--- src/sv/evmc_pkg.sv ---
// shared types and constants for the exhaust valve mode controller
package evmc_pkg;

    // valve mode codes
    typedef enum logic [1:0] {
        MODE_AUTO   = 2'd0,
        MODE_MILD   = 2'd1,
        MODE_CLOSED = 2'd2,
        MODE_OPEN   = 2'd3
    } t_mode;

    // configuration register indexes
    localparam logic [1:0] CFG_LINK_OK   = 2'd0;
    localparam logic [1:0] CFG_WARMUP    = 2'd1;
    localparam logic [1:0] CFG_DEBOUNCE  = 2'd2;

    localparam int CFG_IDX_W  = 2;
    localparam int CFG_DATA_W = 16;

    // command codes
    localparam logic CMD_TICK   = 1'b0;
    localparam logic CMD_BUTTON = 1'b1;

    // reset values of the configuration registers
    localparam logic [7:0]  WARMUP_RESET   = 8'd3;
    localparam logic [15:0] DEBOUNCE_RESET = 16'd200;

    // threshold constants
    localparam logic [13:0] AUTO_RPM_LOW   = 14'd3000;
    localparam logic [13:0] AUTO_RPM_HIGH  = 14'd4000;
    localparam logic [13:0] MILD_RPM       = 14'd2500;
    localparam logic [13:0] IDLE_RPM       = 14'd50;
    localparam logic [6:0]  LOAD_LOW       = 7'd80;
    localparam logic [6:0]  LOAD_HIGH      = 7'd90;
    localparam logic [6:0]  THROTTLE_HIGH  = 7'd90;
    localparam logic [6:0]  THROTTLE_MILD  = 7'd50;
    localparam logic [7:0]  SPEED_HIGHWAY  = 8'd90;
    localparam logic [7:0]  SPEED_SLOW     = 8'd25;
    localparam logic signed [8:0] COOLANT_WARM = 9'sd50;

    // lamp blink periods
    localparam logic [2:0] BLINK_AUTO  = 3'd5;
    localparam logic [2:0] BLINK_MILD  = 3'd2;
    localparam logic [2:0] BLINK_SOLID = 3'd0;
    localparam logic [2:0] TIMER_MAX   = 3'd7;

endpackage

--- src/sv/exhaust_valve_mode_controller.sv ---
// exhaust valve mode controller: input register, decision logic, result register
//
// One word in, one word out. A word taken at the input is registered, then the
// tick rules or the button logic run on it and the result lands in the output
// register once that register is free, and a new word is accepted every cycle
// as long as the output side keeps taking results. The mode, held readings,
// press time and lamp state are updated in the same cycle the result is
// registered, which closes the only feedback loop. Configuration
// writes take effect at once; writing link_ok also resets the mode (automatic
// when the link is up, forced closed when it is down).
module exhaust_valve_mode_controller (
    input  logic                              i_clk,
    input  logic                              i_rst_n,
    // configuration
    input  logic                              i_cfg_we,
    input  logic [evmc_pkg::CFG_IDX_W-1:0]    i_cfg_index,
    input  logic [evmc_pkg::CFG_DATA_W-1:0]   i_cfg_data,
    // input channel
    input  logic                              i_in_valid,
    output logic                              o_in_ready,
    input  logic                              i_command,
    input  logic [31:0]                       i_time_ms,
    input  logic                              i_sample_ok,
    input  logic [13:0]                       i_engine_rpm,
    input  logic [7:0]                        i_road_speed,
    input  logic [6:0]                        i_throttle_pct,
    input  logic [6:0]                        i_load_pct,
    input  logic signed [8:0]                 i_coolant_c,
    input  logic [15:0]                       i_run_seconds,
    // output channel
    output logic                              o_out_valid,
    input  logic                              i_out_ready,
    output logic                              o_valve_open,
    output logic                              o_lamp_on,
    output logic [1:0]                        o_mode
);
    import evmc_pkg::*;

    // configuration registers
    logic        r_link_ok;
    logic [7:0]  r_warmup;
    logic [15:0] r_debounce;

    // input stage
    logic               r_in_valid;
    logic               r_command;
    logic [31:0]        r_time_ms;
    logic               r_sample_ok;
    logic [13:0]        r_rpm_in;
    logic [7:0]         r_speed_in;
    logic [6:0]         r_throttle_in;
    logic [6:0]         r_load_in;
    logic signed [8:0]  r_coolant_in;
    logic [15:0]        r_runtime_in;

    // block state
    t_mode              r_mode;
    logic [13:0]        r_held_rpm;
    logic [7:0]         r_held_speed;
    logic [6:0]         r_held_throttle;
    logic [6:0]         r_held_load;
    logic signed [8:0]  r_held_coolant;
    logic [15:0]        r_held_runtime;
    logic [31:0]        r_last_press;
    logic [2:0]         r_lamp_timer;
    logic [2:0]         r_blink_period;
    logic               r_lamp_level;
    logic               r_valve_level;

    // output stage
    logic               r_out_valid;
    logic               r_out_valve;
    logic               r_out_lamp;
    logic [1:0]         r_out_mode;

    // next values
    logic               w_advance;
    t_mode              n_mode;
    logic [13:0]        n_held_rpm;
    logic [7:0]         n_held_speed;
    logic [6:0]         n_held_throttle;
    logic [6:0]         n_held_load;
    logic signed [8:0]  n_held_coolant;
    logic [15:0]        n_held_runtime;
    logic [2:0]         n_lamp_timer;
    logic [2:0]         n_blink_period;
    logic               n_lamp_level;
    logic               n_valve_level;
    logic               w_warm;
    logic               w_rule_open;
    t_mode              w_rule_mode;
    t_mode              w_press_mode;
    t_mode              w_lowest;
    logic [31:0]        w_elapsed;
    logic [1:0]         w_mode_inc;

    // handshake: the decision stage moves when the output register is free
    assign w_advance   = r_in_valid && (!r_out_valid || i_out_ready);
    assign o_in_ready  = !r_in_valid || w_advance;
    assign o_out_valid = r_out_valid;
    assign o_valve_open = r_out_valve;
    assign o_lamp_on    = r_out_lamp;
    assign o_mode       = r_out_mode;

    // readings held for the rules, refreshed on good samples with the link up
    always_comb begin
        if (r_link_ok && r_sample_ok) begin
            n_held_rpm      = r_rpm_in;
            n_held_speed    = r_speed_in;
            n_held_throttle = r_throttle_in;
            n_held_load     = r_load_in;
            n_held_coolant  = r_coolant_in;
            n_held_runtime  = r_runtime_in;
        end else begin
            n_held_rpm      = r_held_rpm;
            n_held_speed    = r_held_speed;
            n_held_throttle = r_held_throttle;
            n_held_load     = r_held_load;
            n_held_coolant  = r_held_coolant;
            n_held_runtime  = r_held_runtime;
        end
    end

    // threshold rules for the valve
    always_comb begin
        w_warm      = n_held_runtime > {8'd0, r_warmup};
        w_rule_open = 1'b0;
        w_rule_mode = r_mode;
        unique case (r_mode)
            MODE_AUTO: begin
                if (w_warm) begin
                    if ((n_held_rpm > AUTO_RPM_LOW || n_held_load > LOAD_LOW ||
                         n_held_throttle > THROTTLE_HIGH) && n_held_speed < SPEED_HIGHWAY) begin
                        w_rule_open = 1'b1;
                    end else if ((n_held_rpm > AUTO_RPM_HIGH || n_held_load > LOAD_HIGH ||
                                  n_held_throttle > THROTTLE_HIGH) &&
                                 n_held_speed >= SPEED_HIGHWAY) begin
                        w_rule_open = 1'b1;
                    end else if (n_held_speed == 8'd0 && n_held_coolant > COOLANT_WARM) begin
                        w_rule_open = 1'b1;
                    end
                end
            end
            MODE_MILD: begin
                if (w_warm) begin
                    if ((n_held_rpm > MILD_RPM || n_held_load > LOAD_LOW ||
                         n_held_throttle > THROTTLE_MILD) && n_held_speed < SPEED_HIGHWAY) begin
                        w_rule_open = 1'b1;
                    end else if (n_held_speed < SPEED_SLOW) begin
                        w_rule_open = 1'b1;
                    end else if (n_held_speed >= SPEED_HIGHWAY) begin
                        // highway speed in mild mode drops back to automatic
                        w_rule_mode = MODE_AUTO;
                    end
                end
            end
            MODE_CLOSED: w_rule_open = 1'b0;
            MODE_OPEN:   w_rule_open = 1'b1;
            default:     w_rule_open = 1'b0;
        endcase
        // idle or cold engine with the link up keeps the valve open
        if (r_link_ok && (n_held_rpm < IDLE_RPM || n_held_runtime < {8'd0, r_warmup})) begin
            n_valve_level = 1'b1;
        end else begin
            n_valve_level = w_rule_open;
        end
    end

    // button: debounced mode advance with wrap and lower bound
    always_comb begin
        w_elapsed    = r_time_ms - r_last_press;
        w_lowest     = r_link_ok ? MODE_AUTO : MODE_CLOSED;
        w_mode_inc   = r_mode + 2'd1;
        w_press_mode = r_mode;
        if (w_elapsed > {16'd0, r_debounce}) begin
            if (w_mode_inc < w_lowest) begin
                w_press_mode = w_lowest;
            end else begin
                w_press_mode = t_mode'(w_mode_inc);
            end
        end
    end

    // lamp blinking, driven by the mode after the rules
    always_comb begin
        n_blink_period = r_blink_period;
        n_lamp_level   = r_lamp_level;
        if (r_lamp_timer > r_blink_period) begin
            n_lamp_timer = 3'd1;
            case (w_rule_mode)
                MODE_AUTO: begin
                    n_blink_period = BLINK_AUTO;
                    n_lamp_level   = !r_lamp_level;
                end
                MODE_MILD: begin
                    n_blink_period = BLINK_MILD;
                    n_lamp_level   = !r_lamp_level;
                end
                MODE_CLOSED: begin
                    n_blink_period = BLINK_SOLID;
                    n_lamp_level   = 1'b0;
                end
                default: begin
                    n_blink_period = BLINK_SOLID;
                    n_lamp_level   = 1'b1;
                end
            endcase
        end else if (r_lamp_timer < TIMER_MAX) begin
            n_lamp_timer = r_lamp_timer + 3'd1;
        end else begin
            n_lamp_timer = TIMER_MAX;
        end
    end

    // next mode by command
    always_comb begin
        if (r_command == CMD_BUTTON) begin
            n_mode = w_press_mode;
        end else begin
            n_mode = w_rule_mode;
        end
    end

    // input register control
    always_ff @(posedge i_clk) begin
        if (!i_rst_n) begin
            r_in_valid <= 1'b0;
        end else if (o_in_ready) begin
            r_in_valid <= i_in_valid;
        end
    end

    // input register payload
    always_ff @(posedge i_clk) begin
        if (i_in_valid && o_in_ready) begin
            r_command     <= i_command;
            r_time_ms     <= i_time_ms;
            r_sample_ok   <= i_sample_ok;
            r_rpm_in      <= i_engine_rpm;
            r_speed_in    <= i_road_speed;
            r_throttle_in <= i_throttle_pct;
            r_load_in     <= i_load_pct;
            r_coolant_in  <= i_coolant_c;
            r_runtime_in  <= i_run_seconds;
        end
    end

    // configuration and block state
    always_ff @(posedge i_clk) begin
        if (!i_rst_n) begin
            r_link_ok       <= 1'b0;
            r_warmup        <= WARMUP_RESET;
            r_debounce      <= DEBOUNCE_RESET;
            r_mode          <= MODE_AUTO;
            r_held_rpm      <= '0;
            r_held_speed    <= '0;
            r_held_throttle <= '0;
            r_held_load     <= '0;
            r_held_coolant  <= '0;
            r_held_runtime  <= '0;
            r_last_press    <= '0;
            r_lamp_timer    <= '0;
            r_blink_period  <= '0;
            r_lamp_level    <= 1'b0;
            r_valve_level   <= 1'b1;
        end else begin
            if (w_advance) begin
                // a link write in the same cycle owns the mode
                if (!(i_cfg_we && i_cfg_index == CFG_LINK_OK)) begin
                    r_mode <= n_mode;
                end
                if (r_command == CMD_BUTTON) begin
                    r_last_press <= r_time_ms;
                end else begin
                    r_held_rpm      <= n_held_rpm;
                    r_held_speed    <= n_held_speed;
                    r_held_throttle <= n_held_throttle;
                    r_held_load     <= n_held_load;
                    r_held_coolant  <= n_held_coolant;
                    r_held_runtime  <= n_held_runtime;
                    r_valve_level   <= n_valve_level;
                    r_lamp_timer    <= n_lamp_timer;
                    r_blink_period  <= n_blink_period;
                    r_lamp_level    <= n_lamp_level;
                end
            end
            if (i_cfg_we) begin
                unique case (i_cfg_index)
                    CFG_LINK_OK: begin
                        r_link_ok <= i_cfg_data[0];
                        r_mode    <= i_cfg_data[0] ? MODE_AUTO : MODE_CLOSED;
                    end
                    CFG_WARMUP:   r_warmup   <= i_cfg_data[7:0];
                    CFG_DEBOUNCE: r_debounce <= i_cfg_data;
                    default: ;
                endcase
            end
        end
    end

    // output register control
    always_ff @(posedge i_clk) begin
        if (!i_rst_n) begin
            r_out_valid <= 1'b0;
        end else if (w_advance) begin
            r_out_valid <= 1'b1;
        end else if (i_out_ready) begin
            r_out_valid <= 1'b0;
        end
    end

    // output register payload
    always_ff @(posedge i_clk) begin
        if (w_advance) begin
            r_out_mode <= n_mode;
            if (r_command == CMD_BUTTON) begin
                r_out_valve <= r_valve_level;
                r_out_lamp  <= r_lamp_level;
            end else begin
                r_out_valve <= n_valve_level;
                r_out_lamp  <= n_lamp_level;
            end
        end
    end

endmodule

--- config.mk ---
export PLATFORM = sky130hd
export DESIGN_NAME = exhaust_valve_mode_controller
export DESIGN_NICKNAME = d
export VERILOG_FILES = /design/src/sv/evmc_pkg.sv /design/src/sv/exhaust_valve_mode_controller.sv
export SDC_FILE = /design/constraint.sdc
export NUM_CORES = 1
export LEC_CHECK = 0
export BUFFER_PORTS_ARGS = -buffer_cell sky130_fd_sc_hd__buf_2
export CAP_MARGIN = 40
export CORE_ASPECT_RATIO = 1.2
export CORE_MARGIN = 2
export CORE_UTILIZATION = 30
export CTS_CLUSTER_DIAMETER = 80
export CTS_CLUSTER_SIZE = 40
export DETAILED_ROUTE_END_ITERATION = 16
export GPL_TIMING_DRIVEN = 1
export PLACE_DENSITY = 0.55
export SLEW_MARGIN = 20
export SYNTH_ARGS = -nofsm -noshare
export SYNTH_HDL_FRONTEND = slang
export SYNTH_SLANG_ARGS = --single-unit
export TNS_END_PERCENT = 1
--- constraint.sdc ---
create_clock -name i_clk -period 4.6 [get_ports i_clk]
set_clock_uncertainty 0.1 [all_clocks]
set_input_delay 0.92 -clock i_clk [delete_from_list [all_inputs] [get_ports i_clk]]
set_output_delay 0.92 -clock i_clk [all_outputs]
set_load 0.01 [all_outputs]
======== Word-level counts from Yosys, hierarchy flattened ========
Index checks and enable logic that the tools add are counted.
operators by class
  divide/modulo/power cells ............... 0
  order comparisons ....................... 18
  shift-type cells ........................ 0
  add/sub/neg operators ................... 3
  mux-type cells .......................... 38
  reductions and logical operators ........ 33
  eq/ne operators ......................... 7
  bitwise logic cells ..................... 1
  multipliers ............................. 0
operators by type and width
  operator              count
  $gt 14x12->1 const B  3
  $gt 32x16->1          1
  $sub 32x32->32        1
  $mux 2                14
  $gt 7x7->1 const B    3
  $gt 16x8->1           1
  $lt 16x8->1           1
  $mux 16               1
  $lt 14x6->1 const B   1
  $mux 14               1
  $mux 7                2
  $mux 1                13
  $reduce_and 2->1      5
  $gt 9x7->1 const B    1
  $logic_and 1x1->1     9
  $logic_or 1x1->1      9
  $mux 9                1
  $eq 2x2->1 const B    4
  $ge 8x7->1 const B    1
  $logic_not 8->1       1
  $lt 8x5->1 const B    1
  $lt 8x7->1 const B    1
  $mux 8                1
  $gt 7x6->1 const B    1
  16 further kinds      23
storage, ports and cells
  output and inout bits ................... 6
  logic and storage cells ................. 129
  memories kept ........................... 0
  memory bits (read-only) ................. 0
  latch bits .............................. 0
  bits in writable memories ............... 0
  bits in registers ....................... 229
  input port bits ......................... 118

======== Depth between registers and ports, before layout ========
  word-level depth ........................ 14
  depth in mapped cells ................... 22
  depth with buffers taken out ............ 21

======== Least setup slack after synthesis ========
Ideal clock, no wire load.
  path kind ............................... reg-to-reg
  start point ............................. register r_time_ms[0]
  end point ............................... register r_mode[0]
  arrival time ............................ 4.051 ns
  cell stages (with the launch flop) ...... 23
  path slack .............................. 0.383 ns
  buffers on the path ..................... 1
  library setup time ...................... 0.066 ns
  clock period less this slack ............ 4.217 ns
  cells stage by stage .................... edfxtp_1 -> inv_1 -> ha_1 -> fa_1 -> nand2b_1 -> a21o_1 -> a21oi_1 -> a31oi_1 -> o21bai_1 -> xor2_1 -> ha_1 -> nand4_1 -> nand3b_1 -> nor2_1 -> nor3_1 -> a2111oi_0 -> o21ai_0 -> nor3_1 -> o2111ai_1 -> and4b_1 -> buf_6 -> mux2_4 -> a21oi_2
between the ends
  longest elaborated chain between the ends .. 8
ends and longest elaborated chain
  item                    RTL line                              text
  start, declared         exhaust_valve_mode_controller.sv:47   logic [31:0] r_time_ms;
  start signal, assigned  exhaust_valve_mode_controller.sv:237  r_time_ms <= i_time_ms;
  $sub 32x32->32 *        exhaust_valve_mode_controller.sv:171  w_elapsed = r_time_ms - r_last_press;
  $gt 32x16->1 *          exhaust_valve_mode_controller.sv:175  if (w_elapsed > {16'd0, r_debounce}) begin
  $mux 2 *                exhaust_valve_mode_controller.sv:175
  $mux 2 *                exhaust_valve_mode_controller.sv:217  if (r_command == CMD_BUTTON) begin
  $mux 2 *                exhaust_valve_mode_controller.sv:269  if (!(i_cfg_we && i_cfg_index == CFG_LINK_OK)) begin
  $mux 2 *                exhaust_valve_mode_controller.sv:267  if (w_advance) begin
  $mux 2                  exhaust_valve_mode_controller.sv:288  unique case (i_cfg_index)
  $mux 2 *                exhaust_valve_mode_controller.sv:287  if (i_cfg_we) begin
  end signal, assigned    exhaust_valve_mode_controller.sv:270  r_mode <= n_mode;
  end signal, assigned    exhaust_valve_mode_controller.sv:291  r_mode <= i_cfg_data[0] ? MODE_AUTO : MODE_CLOSED;
  end, declared           exhaust_valve_mode_controller.sv:57   t_mode r_mode;
Mark *: on every way between the ends. The rest lies on a longest branch, timed or not.
A chain may end at the register's enable or synchronous reset.

======== Worst setup path after layout ========
Same ends and word-level chain as after synthesis.

==> reports/qor.yml <==
global_routing:
  grt_max_degree: 117
  track_usage_pct: 15.2
  grt_overflow: 0
  first_global_vias: 9041
  antenna_found_initial: 2
  grt_pass1_wl_um: 48200
flow_run:
  cap_violations: 0
synth:
  ys_top_cells_by_area: "edfxtp_1 26%, dfxtp_1 23%, nand2_1 9.9%, a21boi_0 6.9%, ha_1 6.8%"
  synthAdderAreaFrac_pct: 6.94
  yosys.area_share.xor_xnor_pct: 1.99
  synth_top_family_by_area: "compound AO/OA/AOI/OAI gates"
  synthFlopType: "dfxtp_1"
  synth-edff-count: 99
  synthSimpleGateAreaFrac_pct: 17.6
  synth.most_common_cell: "nand2_1"
  syn_area_per_cell_um2: 9.29
  yosysTopAreaCell: "edfxtp_1"
  yosys.area.top_type_share_pct: 25.9
  synthCells: 1234
  ys_ff_latch: 228
  async_flop_share_pct: 0
  synth-seq-area-share_pct: 48.5
  synth_warnings: 0
  ys_types: 71
  syn-num-nets: 1415
  yosys-mux-area-fraction_pct: 1.74
  synth_area_mm2: 0.0115
  synth_compound_area_share_pct: 19.0
  netlist_top_cells_count: "302 x nand2_1, 129 x dfxtp_1, 106 x a21boi_0, 99 x edfxtp_1, 69 x inv_1"
pwr:
  p_total_mw: 4.41
  seqPwrFrac_pct: 50.8
  power.switching_mw: 1.23
  leakage_nw: 4.89
  pwr-share-clk_pct: 36.5
  cellPowerDensity_mw_per_mm2: 331
  swShare_pct: 27.9
  p_comb_share_pct: 12.7
  p_int_mw: 3.18
  ir_worst_vdd_mv: 0.282
timing:
  tightest_slew_ps: 787
  max_freq_ghz: 0.227
  grt_setup_unrepaired: "true"
  slew_violations: 0
  slew_headroom_pct: 47.6
  min_period_ps: 4400
  worst_slack_ps: 202
  setup_viol: 0
  fin_tns_setup_ps: 0
  fin_crit_sh_pct: 95.6
  hold_violations: 0
detailed_routing:
  drtIter0Drc: 646
  wl_per_cell_um: 16.4
  vias: 9006
  final_antenna_net_count: 0
  routed_wl_um: 30100
  first_pass_iters: 5
  route.detailed.drc: 0
  avgViaCountPerCell: 4.91
placed_design:
  dp_hpwl_um: 22000
  dp_slack_ps: 19.4
  portBuffers: 123
  gp_congestion: 0.905
clock_network:
  cts_tree: "yes"
  cts_made_buffers: 17
  clock_sinks: 228
  h-tree-depth: 1
  clock_latency_ps: 510
  cts_root_buf: "clkbuf_16"
  hold_buffers: 0
  clk_pin_slew_ps: 90
  clockBufferDepth: 3
floorplanning:
  core_mm2: 0.0378
  die_h_um: 218
  num_rows: 78
  num_io_pins: 124
  die_w_um: 182
  start_util_pct: 30.4
  dieArea_mm2: 0.0398
setup_path:
  cp.arrival_ps: 4750
  cp-end-kind: "flop"
  start_kind: "flop"
  critPathLaunch: "r_time_ms[0]"
  r2r-start: "r_time_ms[0]"
  path_class: "reg -> reg"
  required_ps: 4950
  worstPathMaxFanout: 3
cells_and_area:
  multi_input_area_mm2: 0.00549
  register_area_mm2: 0.00556
  final_nets: 1523
  fill_cells: 3858
  final_layout_size_suffix_gt1_share_pct: 14.6
  areaGrowthSynthToFinish_pct: 16.1
run_status:
  status: "finished, final reports clean"
hold_path:
  min_path_type: "reg -> reg"
  hold_path.startpoint: "r_last_press[10]"
[power groups by stage]
| stage | sequential (mW) | combinational [mW] | clock, mW |
|---|---|---|---|
| 2_1_floorplan | 2.27 | 0.363 | 0 |
| 3_3_place_gp | 2.29 | 0.550 | 0 |
| 3_5_place_dp | 2.29 | 0.551 | 0 |
| 4_1_cts | 2.24 | 0.556 | 1.68 |
| 5_1_grt | 2.25 | 0.630 | 1.75 |
| 6_report | 2.24 | 0.559 | 1.61 |
[through the flow]
stage | hold slack [ps] | area (um2) | std cells | util, %
after detailed placement | 358 | 12600 | 1802 | 33.5
after global placement | 349 | 12600 | 1801 | 33.4
after floorplan | 340 | 11500 | 1234 | -
after CTS | 371 | 13300 | 1831 | 35.1
final | 368 | 13300 | 1834 | 35.2
after global routing | 391 | 13300 | 1834 | 35.2
[final timing paths]
kind                                         end  slack [ps]  depth (start not counted)
worst min register to register  r_last_press[10]         370                          2
worst max-delay path                   r_mode[0]         200                         21
worst min-delay path            r_last_press[10]         370                          2
worst max register to register         r_mode[0]         200                         21
[worst max-delay path: stages, from the launching register on]
cell and delay [ps]:
edfxtp_1 360, inv_1 50, ha_2 190, fa_2 350, nand2b_4 160, a21o_4 220, a21oi_4 180, a31oi_4 120
o21bai_1 190, xor2_1 90, ha_1 310, nand4_1 120, nand3b_1 200, nor2_2 120, nor3_1 60, a2111oi_0 250
o21ai_1 140, nor3_2 190, o2111ai_1 130, and4b_2 350, mux2_4 310, a21oi_2 130
[registers in the layout, indices dropped and copies added (netlist names), 8 cells and up]
name,flops
r_debounce,16
r_runtime_in,16
r_coolant_in,9
r_held_speed,8
r_rpm_in,14
r_held_coolant,9
r_time_ms,32
r_held_rpm,14
r_held_runtime,16
r_last_press,32
r_warmup,8
r_speed_in,8
[layout make-up]
| type | instances | area share [%] |
|---|---|---|
| multi-input combinational | 881 | 41.2 |
| clock buffer | 18 | 3.22 |
| inverter | 69 | 1.95 |
| clock inverter | 11 | 1.32 |
| timing repair buffer | 145 | 6.03 |
| sequential | 228 | 41.7 |
| antenna | 2 | 0.0376 |
| tap | 480 | 4.51 |
[layout by cell type (no fill, tap or decap), drive strengths merged, types with 5 or more instances in the layout]
cell type,count
dfxtp,129
nand3,17
edfxtp,99
ha,62
nor2,40
a21boi,106
o211a,6
nor4,9
nor2b,15
nand2b,12
o31ai,6
a31oi,12
a21oi,65
nor3,12
a21o,9
nand2,304
o21a,8
a211oi,15
and2,6
o211ai,10
or3,8
buf,145
o21ai,33
nand4,14
inv,75
xor2,12
clkbuf,18
xnor2,14
a2111oi,5
o22ai,8
mux2i,15
[logic make-up after synthesis]
family | Yosys count
compound gates | 316
xor+xnor | 26
flops | 228
buf+inv | 125
mux | 19
fa+ha+maj | 63
simple gates | 457
[repair_timing]
| action | 4_1_cts | 5_1_grt |
|---|---|---|
| gates resized for setup | 3 | 12 |
| cloned | 0 | 0 |
| buffers inserted | 0 | 1 |
| endpoints found under the setup margin | 3 | 4 |
| pin swaps | 1 | 5 |
| hold endpoints to repair | 0 | 0 |
[per-layer routing]
layer	global-route usage, %	share of wire, %	up-vias	wire length, um
li1	-	-	4574	-
met1	18.3	43	4222	13000
met2	27.8	50	166	15200
met3	1.97	3.4	44	1020
met4	5.11	2.8	0	852
met5	0	0	-	0
Note: power is estimated with default switching activity, not from simulation.
